<file path="src/rtl/sgm_pkg.sv">
package sgm_pkg;

    localparam int MaxWidth   = 1024;
    localparam int PixelBits  = 8;
    localparam int ColBits    = $clog2(MaxWidth);
    localparam int RowBits    = 12;
    localparam int MaxHeight  = 4095;
    localparam int EnergyBits = 21;
    localparam int RootBits   = 11;

    localparam logic [0:0] OP_PIXEL = 1'b0;
    localparam logic [0:0] OP_DRAIN = 1'b1;

    localparam logic [0:0] REG_WIDTH  = 1'b0;
    localparam logic [0:0] REG_HEIGHT = 1'b1;

    typedef struct packed {
        logic                 operation;
        logic [PixelBits-1:0] pixel_in;
    } t_in_item;

    typedef struct packed {
        logic [7:0]          edge_value;
        logic [RootBits-1:0] magnitude;
        logic                is_border;
        logic                last_of_frame;
    } t_out_item;

    typedef struct packed {
        logic                 border;
        logic                 last;
        logic [PixelBits-1:0] center;
    } t_side;

    typedef enum logic [1:0] {
        ST_IDLE,
        ST_READ,
        ST_ROOT,
        ST_OUT
    } t_state;

endpackage

</file>
<file path="src/rtl/sgm_isqrt.sv">
module sgm_isqrt
    import sgm_pkg::*;
(
    input  logic                  i_clk,
    input  logic                  i_rst_n,
    input  logic                  i_start,
    input  logic [EnergyBits-1:0] i_value,
    output logic                  o_done,
    output logic [RootBits-1:0]   o_root
);

    localparam int Steps   = RootBits;
    localparam int StepBits = $clog2(Steps + 1);

    logic [EnergyBits+1:0] r_rem, n_rem;
    logic [RootBits-1:0]   r_root, n_root;
    logic [EnergyBits+1:0] r_src, n_src;
    logic [StepBits-1:0]   r_cnt, n_cnt;
    logic                  r_busy, n_busy;
    logic [EnergyBits+1:0] trial;
    logic [EnergyBits+1:0] rem_sh;

    // one result bit per cycle, restoring method
    always_comb begin
        rem_sh = {r_rem[EnergyBits-1:0], r_src[EnergyBits+1:EnergyBits]};
        trial  = {{(EnergyBits-RootBits){1'b0}}, r_root, 2'b01};
        n_rem  = r_rem;
        n_root = r_root;
        n_src  = r_src;
        n_cnt  = r_cnt;
        n_busy = r_busy;
        if (i_start) begin
            n_rem  = '0;
            n_root = '0;
            n_src  = {1'b0, i_value, 1'b0};
            n_cnt  = StepBits'(Steps);
            n_busy = 1'b1;
        end else if (r_busy) begin
            n_src = {r_src[EnergyBits-1:0], 2'b00};
            if (rem_sh >= trial) begin
                n_rem  = rem_sh - trial;
                n_root = {r_root[RootBits-2:0], 1'b1};
            end else begin
                n_rem  = rem_sh;
                n_root = {r_root[RootBits-2:0], 1'b0};
            end
            n_cnt = r_cnt - 1'b1;
            if (r_cnt == StepBits'(1)) begin
                n_busy = 1'b0;
            end
        end
    end

    always_ff @(posedge i_clk) begin
        if (!i_rst_n) begin
            r_busy <= 1'b0;
            r_cnt  <= '0;
        end else begin
            r_busy <= n_busy;
            r_cnt  <= n_cnt;
        end
        r_rem  <= n_rem;
        r_root <= n_root;
        r_src  <= n_src;
    end

    assign o_done = r_busy && (r_cnt == StepBits'(1));
    assign o_root = {r_root[RootBits-2:0], (rem_sh >= trial)};

endmodule

</file>
<file path="config.mk">
export PLATFORM = sky130hd
export DESIGN_NAME = sgm_isqrt
export DESIGN_NICKNAME = d
export VERILOG_FILES = /design/src/rtl/sgm_pkg.sv /design/src/rtl/sgm_isqrt.sv
export SDC_FILE = /design/constraint.sdc
export NUM_CORES = 1
export LEC_CHECK = 0
export BUFFER_PORTS_ARGS = -buffer_cell sky130_fd_sc_hd__buf_4
export CAP_MARGIN = 20
export CORE_ASPECT_RATIO = 0.5
export CORE_MARGIN = 5
export CORE_UTILIZATION = 41
export CTS_BUF_LIST = sky130_fd_sc_hd__clkbuf_8
export DETAILED_ROUTE_END_ITERATION = 8
export GPL_ROUTABILITY_DRIVEN = 1
export SLEW_MARGIN = 20
export SYNTH_ARGS = -nofsm -noshare
export SYNTH_HDL_FRONTEND = slang
export SYNTH_SLANG_ARGS = --single-unit
</file>
<file path="constraint.sdc">
create_clock -name i_clk -period 2.6 [get_ports i_clk]
set_input_delay 0.13 -clock i_clk [delete_from_list [all_inputs] [get_ports i_clk]]
set_output_delay 0.13 -clock i_clk [all_outputs]
set_load 0.05 [all_outputs]
</file>
==> results of run 1 <==
metal layers:
layer | GRT usage | vias to the layer above | share of wire | routed length (µm)
li1 | - | 1359 | - | -
met1 | 0.188 | 1302 | 0.46 | 3470
met5 | 0 | - | 0 | 0
met2 | 0.241 | 73 | 0.46 | 3510
met4 | 0.0426 | 0 | 0.0079 | 60
met3 | 0.0495 | 7 | 0.077 | 589
flip-flops by register name (all words and copies together) (netlist names):
register and cells:
r_root 11, r_rem 21, r_cnt 4, r_src 22
r_busy 1
layout make-up:
cell class                      count  area [µm²]
Clock buffer                        9         124
Clock inverter                      7        76.3
Fill cell                         801        4470
Inverter                           21        78.8
Multi-Input combinational cell    256        1900
Sequential cell                    59        1400
Tap cell                          117         146
Timing Repair Buffer               48         363
worst reg2reg max path, stage by stage (launching register included):
cell,delay (ns)
sky130_fd_sc_hd__dfxtp_2,0.35
sky130_fd_sc_hd__inv_1,0.05
sky130_fd_sc_hd__ha_1,0.35
sky130_fd_sc_hd__a21o_2,0.27
sky130_fd_sc_hd__a21oi_2,0.17
sky130_fd_sc_hd__a21oi_1,0.10
sky130_fd_sc_hd__or2_2,0.33
sky130_fd_sc_hd__or4b_1,0.50
sky130_fd_sc_hd__a311oi_1,0.25
cells in the final DEF, fill, tap and decap left out, drive strengths merged, types with 5 or more instances in the layout:
cell type / count
mux2: 19
xor2: 9
o21a: 7
inv: 23
nor4: 5
nor2: 39
a211oi: 5
xnor2: 6
edfxtp: 21
buf: 47
a311oi: 11
mux2i: 13
o21ai: 16
nand3: 8
a21oi: 13
clkbuf: 9
ha: 15
nand2: 29
dfxtp: 38
worst paths after layout:
| path | depth (start not counted) | to | startpoint | slack [ns] |
|---|---|---|---|---|
| setup / recovery | 8 | o_root[0] | r_root[2] | 0.13 |
| setup reg to reg | 8 | r_rem[18] | r_root[2] | 0.14 |
| hold reg to reg | 2 | r_rem[20] | r_rem[20] | 0.46 |
| hold / removal | 2 | r_src[2] | i_value[1] | 0.07 |
cells by family after synthesis:
group                    synth area share
AO/OA/AOI/OAI                       0.150
adder cells (fa/ha/maj)            0.0529
multiplexers                       0.0970
XOR/XNOR                           0.0370
buffers and inverters              0.0892
flip-flops                          0.392
AND/OR/NAND/NOR                     0.182
power breakdown:
group / switching, mW / internal [mW] / leakage, nW
Clock: 0.401 / 0.448 / 0.0962
Combinational: 0.754 / 0.608 / 0.978
Sequential: 0.0997 / 1.07 / 0.526
Total: 1.26 / 2.13 / 1.60
Yosys cell counts, drive strengths merged (5+ instances only):
| cell type | n | area [µm²] |
|---|---|---|
| o21a | 7 | 52.6 |
| a311oi | 11 | 96.3 |
| nand3 | 8 | 52.6 |
| o21ai | 16 | 80.1 |
| nor2 | 39 | 146 |
| xor2 | 9 | 78.8 |
| a21oi | 13 | 76.3 |
| buf | 19 | 163 |
| edfxtp | 21 | 631 |
| xnor2 | 6 | 52.6 |
| mux2 | 19 | 214 |
| inv | 21 | 78.8 |
| nand2 | 29 | 109 |
| clkbuf | 11 | 75.1 |
| dfxtp | 38 | 761 |
| a211oi | 5 | 50.1 |
| nor4 | 5 | 52.6 |
| ha | 15 | 188 |
| mux2i | 13 | 130 |
repair_timing:
action / in CTS / in global routing
pin swaps: 0 / 5
setup endpoints to repair: 1 / 8
resized for setup: 1 / 17
hold buffers: 1 / 0
hold endpoints to repair: 1 / 0
buffers inserted: 0 / 1
==> Implementation_results.wiki, run 1 <==
{| class="wikitable"
! Metric !! Value
|-
| Final cell count without fillers || 517
|-
| Number of global-route vias before repair || 2,588
|-
| Pwr/cell area || 827 nW/µm²
|-
| Max Buffers Root-to-Sink || 2
|-
| Post-synth top flop || sky130_fd_sc_hd__dfxtp_1
|-
| Via density per instance || 5.30
|-
| Total chip power || 3.38 mW
|-
| Number of iterations in the first detailed-routing pass || 4
|-
| Worst-path cell with the longest stage delay || sky130_fd_sc_hd__dfxtp_2
|-
| Final-layout worst hold slack || 0.0746 ns
|-
| Final hold violations || 0
|-
| Finish-stage setup viols || 0
|-
| Global Route Usage Sum || 0.147
|-
| Count of synthesis-stage warnings from yosys || 0
|-
| Unrepaired setup endpoints after global routing || false
|-
| # DRC || 0
|-
| Sequential fraction of the synthesis area || 0.392
|-
| Placed cells || 499
|-
| Worst-Skew Late Latency || 0.34 ns
|-
| Floorplan die width || 142 µm
|-
| Number of standard-cell rows in the floorplan || 24
|-
| Placer's final routability congestion estimate || 0.840
|-
| Cell class contributing the biggest share of worst-path delay || simple AND/OR/NAND/NOR gates
|-
| Starting density of the core || 0.415
|-
| Max-cap check violation count || 0
|-
| Clock period minus worst slack || 2.47 ns
|-
| Worst setup timing slack at the placement stage || 0.0662 ns
|-
| Final WL || 7630 µm
|-
| Result of the run || completed
|-
| Final clock skew || 0.00857 ns
|-
| Die extent in y || 75.8 µm
|-
| Mean post-synth cell area || 9.70 µm²
|-
| Number of storage elements in the synthesis netlist || 59
|-
| Ant. Diodes || 0
|-
| Root buf cell || sky130_fd_sc_hd__clkbuf_8
|-
| Transition time at the pin with the least slew margin || 0.756 ns
|-
| Pin count of the biggest net entering global routing || 59
|-
| Worst path buffer plus inverter count || 3
|-
| Share of final-layout standard cells stronger than drive strength 1 || 0.285
|-
| Yosys cell types || 66
|-
| First-pass GRT wire length || 12,500 µm
|-
| Maximum level of the CTS H-tree || 3
|-
| Cts bufs inserted || 9
|-
| Setup crit end kind || output pin
|-
| Number of nets in the synthesized netlist || 405
|-
| Maximum clock frequency || 405 MHz
|-
| Cell area after placement || 3800 µm²
|-
| Setup Crit Path Kind || flop to output pin
|-
| Number of cells produced by synthesis || 366
|-
| Final core area utilization || 0.477
|-
| Cell type with the highest occurrence count on the critical path || sky130_fd_sc_hd__nor4_4
|-
| Cell chain of the critical path || inv_1 -> ha_1 -> nand4_1 -> nor4_4 -> or2_4 -> nor4_4 -> inv_2 -> buf_4
|-
| Slew margin rel. || 0.494
|-
| Clock slew at the register clock pins of the worst setup and hold paths || 0.07 ns
|-
| Synth-to-layout area growth || 15.2%
|-
| Arrival time reported for the critical path endpoint || 2.34 ns
|-
| Number of antenna violations at the first check in global routing || 0
|-
| Async set or reset register ratio after synthesis || 0
|-
| Worst-path fanout max || 7
|-
| Slew Viols, Final || 0
|-
| Total non-filler cell area in the finished layout || 4090 µm²
|-
| Final HPWL DP || 5510 µm
|-
| Total via count in the routed design || 2,741
|-
| Setup_tns || 0 ns
|-
| Count of boundary I/O pins || 36
|-
| Required time of the worst setup path || 2.47 ns
|-
| Final antenna-violating net count || 0
|-
| Post-synth EDFFs || 21
|-
| Number of port buffers || 35
|-
| Gr ovfl total || 0
|-
| Layout Nets || 434
|-
| Area of the die || 10,700 µm²
|-
| Leakage power summed over all cells || 1.60 nW
|-
| Hold Path Class || primary input to flop
|-
| Synthesized cell area || 3550 µm²
|-
| Worst path setup slack after routing || 0.130 ns
|-
| Portion of the clock cycle consumed by the worst path in the final layout || 0.950
|-
| Core Box Area || 8560 µm²
|-
| WL/cell || 14.8 µm
|-
| Sink count of the clock tree || 59
|-
| Starting DRC count in detailed routing || 241
|-
| Clock tree from TritonCTS || built
|-
| Worst stage delay on the critical path || 0.35 ns
|-
| Sort of element at the start of the critical path || flop
|-
| Maximum vdd ir drop || 0.411 mV
|}
No activity file was read; power rests on OpenSTA's default activity.
==> run 2, diff against run 1 <==
--- a/config.mk
+++ b/config.mk
@@ -10,7 +10,7 @@
 export CORE_ASPECT_RATIO = 0.5
 export CORE_MARGIN = 5
 export CORE_UTILIZATION = 41
-export CTS_BUF_LIST = sky130_fd_sc_hd__clkbuf_8
+export CTS_BUF_LIST = sky130_fd_sc_hd__clkbuf_4
 export DETAILED_ROUTE_END_ITERATION = 8
 export GPL_ROUTABILITY_DRIVEN = 1
 export SLEW_MARGIN = 20
==> constraint.sdc (replaced) <==
create_clock -name i_clk -period 2.6 [get_ports i_clk]
set_input_delay 0.13 -clock i_clk [delete_from_list [all_inputs] [get_ports i_clk]]
set_output_delay 0.13 -clock i_clk [all_outputs]
set_load 0.005 [all_outputs]
==> Implementation_results.wiki, run 2 (synthesis results as in run 1) <==
{| class="wikitable"
! Metric !! Value
|-
| Arrival time reported for the critical path endpoint || 2.80 ns (was 2.34 ns)
|-
| Internal reg-to-reg setup slack || 0.13 ns (was 0.14 ns)
|-
| Total non-filler cell area in the finished layout || 4250 µm² (was 4090 µm²)
|-
| Result of the run || completed (unchanged)
|-
| Gr ovfl total || 0 (unchanged)
|-
| Total via count in the routed design || 2,860 (was 2,741)
|-
| Final WL || 7900 µm (was 7630 µm)
|-
| Cts bufs inserted || 9 (unchanged)
|-
| Synth-to-layout area growth || 19.7% (was 15.2%)
|-
| Maximum clock frequency || 404 MHz (was 405 MHz)
|-
| Core Box Area || 8560 µm² (unchanged)
|-
| Ant. Diodes || 0 (unchanged)
|-
| Total chip power || 3.21 mW (was 3.38 mW)
|-
| Final clock skew || 0.0135 ns (was 0.00857 ns)
|-
| Hold Path Sink || r_root[9] (was r_src[2])
|-
| Maximum level of the CTS H-tree || 3 (unchanged)
|-
| Slew Viols, Final || 0 (unchanged)
|-
| Number of stages on the worst hold path || 2 (unchanged)
|-
| WL/cell || 14.6 µm (was 14.8 µm)
|-
| Layout Nets || 458 (was 434)
|-
| Portion of the clock cycle consumed by the worst path in the final layout || 0.952 (was 0.950)
|-
| R2r worst-path depth || 8 (unchanged)
|-
| Pin count of the biggest net entering global routing || 59 (unchanged)
|-
| Starting DRC count in detailed routing || 221 (was 241)
|-
| Floorplan die width || 142 µm (unchanged)
|-
| Sink count of the clock tree || 59 (unchanged)
|-
| Worst-path fanout max || 6 (was 7)
|-
| Setup crit end kind || flop (was output pin)
|-
| Die extent in y || 75.8 µm (unchanged)
|-
| Placed cells || 499 (unchanged)
|-
| Share of final-layout standard cells stronger than drive strength 1 || 0.271 (was 0.285)
|-
| Leakage power summed over all cells || 1.68 nW (was 1.60 nW)
|-
| Number of port buffers || 35 (unchanged)
|-
| Hold wc startpoint || i_start (was i_value[1])
|-
| Pwr/cell area || 757 nW/µm² (was 827 nW/µm²)
|-
| Area of the die || 10,700 µm² (unchanged)
|-
| Final cell count without fillers || 541 (was 517)
|-
| Most common cell after layout, fill and taps aside || sky130_fd_sc_hd__buf_4 (unchanged)
|-
| Largest registers || r_src: 22 flops, r_rem: 21 flops, r_root: 11 flops (unchanged)
|-
| Root buf cell || sky130_fd_sc_hd__clkbuf_4 (was sky130_fd_sc_hd__clkbuf_8)
|-
| Count of boundary I/O pins || 36 (unchanged)
|-
| Most frequent cells in the layout || sky130_fd_sc_hd__buf_4 (50), sky130_fd_sc_hd__nor2_1 (39), sky130_fd_sc_hd__dfxtp_1 (33) (was sky130_fd_sc_hd__buf_4 (47), sky130_fd_sc_hd__nor2_1 (39), sky130_fd_sc_hd__dfxtp_1 (33))
|-
| Cell area after placement || 3800 µm² (unchanged)
|-
| Maximum vdd ir drop || 0.386 mV (was 0.411 mV)
|-
| Final core area utilization || 0.496 (was 0.477)
|-
| Final HPWL DP || 5510 µm (unchanged)
|-
| Global Route Usage Sum || 0.157 (was 0.147)
|-
| Worst flop-to-flop path startpoint || r_root[0] (was r_root[2])
|-
| Final antenna-violating net count || 0 (unchanged)
|-
| Final hold violations || 0 (unchanged)
|-
| Clock period minus worst slack || 2.47 ns (about the same)
|-
| Sort of element at the start of the critical path || flop (unchanged)
|-
| Max reg flops || 22 (unchanged)
|-
| First-pass GRT wire length || 13,200 µm (was 12,500 µm)
|-
| Clock tree from TritonCTS || built (unchanged)
|-
| Via density per instance || 5.29 (was 5.30)
|-
| Finish-stage setup viols || 0 (unchanged)
|-
| Largest register by flop count || r_src (unchanged)
|-
| Number of antenna violations at the first check in global routing || 0 (unchanged)
|-
| Slew margin rel. || 0.475 (was 0.494)
|-
| Hold Path Class || primary input to flop (unchanged)
|-
| Placer's final routability congestion estimate || 0.840 (unchanged)
|-
| Setup Crit Path Kind || flop to flop (was flop to output pin)
|-
| Max Buffers Root-to-Sink || 2 (unchanged)
|-
| Transition time at the pin with the least slew margin || 0.784 ns (was 0.756 ns)
|-
| Number of iterations in the first detailed-routing pass || 4 (unchanged)
|-
| Number of global-route vias before repair || 2,696 (was 2,588)
|-
| Worst-Skew Late Latency || 0.42 ns (was 0.34 ns)
|-
| Number of standard-cell rows in the floorplan || 24 (unchanged)
|-
| Starting density of the core || 0.415 (unchanged)
|-
| Critical R2R Capture || r_rem[18] (unchanged)
|-
| Max-cap check violation count || 0 (unchanged)
|-
| Required time of the worst setup path || 2.93 ns (was 2.47 ns)
|-
| Clock slew at the register clock pins of the worst setup and hold paths || 0.12 ns (was 0.07 ns)
|-
| # DRC || 0 (unchanged)
|}
-- run 2: layout make-up --
class	count	area (µm²)
timing repair buffer	72	596
multi-input combinational	256	1880
inverter	21	78.8
clock buffer	9	67.6
tap	117	146
sequential	59	1400
clock inverter	7	76.3
fill	780	4310
-- run 2: report_power, final --
part / switching [mW] / internal [mW]
Clock: 0.388 / 0.299
Sequential: 0.0989 / 1.07
Combinational: 0.729 / 0.631
-- run 2: what timing repair did --
action | in CTS | in global routing
pin swaps | 1 | 3
endpoints found under the setup margin | 1 | 13
hold buffers | 22 | 0
setup buffers | 2 | 2
hold endpoints to repair | 26 | 0
gates resized for setup | 6 | 9
-- run 2: worst max-delay path by stage --
stage / startpoint / endpoint / slack (ns)
global placement: r_root[7] / r_rem[18] / 0.13
global route: r_root[0] / r_rem[18] / -0.004
finish: r_root[0] / r_rem[18] / 0.13
floorplan: r_root[3] / r_rem[1] / 0.19
detailed placement: r_root[7] / r_rem[18] / 0.07
CTS: r_root[2] / r_rem[18] / 0.05
-- run 2: critical path, stage by stage (launching register included) --
cell and delay (ns):
sky130_fd_sc_hd__dfxtp_1 0.35, sky130_fd_sc_hd__inv_1 0.04, sky130_fd_sc_hd__ha_1 0.35, sky130_fd_sc_hd__nor2b_1 0.15, sky130_fd_sc_hd__o2111ai_1 0.27, sky130_fd_sc_hd__a21oi_1 0.13
sky130_fd_sc_hd__or2_2 0.33, sky130_fd_sc_hd__or4b_1 0.50, sky130_fd_sc_hd__a311oi_1 0.25
-- run 2: stage by stage --
| stage | setup TNS (ns) | hold WS, ns | setup WS (ns) |
|---|---|---|---|
| 2_1_floorplan | 0 | 0.248 | 0.193 |
| 6_report | 0 | 0.205 | 0.125 |
| 4_1_cts | 0 | 0.177 | 0.0493 |
| 5_1_grt | -0.00374 | 0.192 | -0.00374 |
| 3_5_place_dp | 0 | 0.373 | 0.0662 |
| 3_3_place_gp | 0 | 0.368 | 0.125 |
-- run 2: per-layer routing --
| layer | GRT usage | part of all wire |
|---|---|---|
| met1 | 0.193 | 0.45 |
| met5 | 0 | 0 |
| met4 | 0.0489 | 0.011 |
| met3 | 0.0539 | 0.065 |
| met2 | 0.265 | 0.47 |
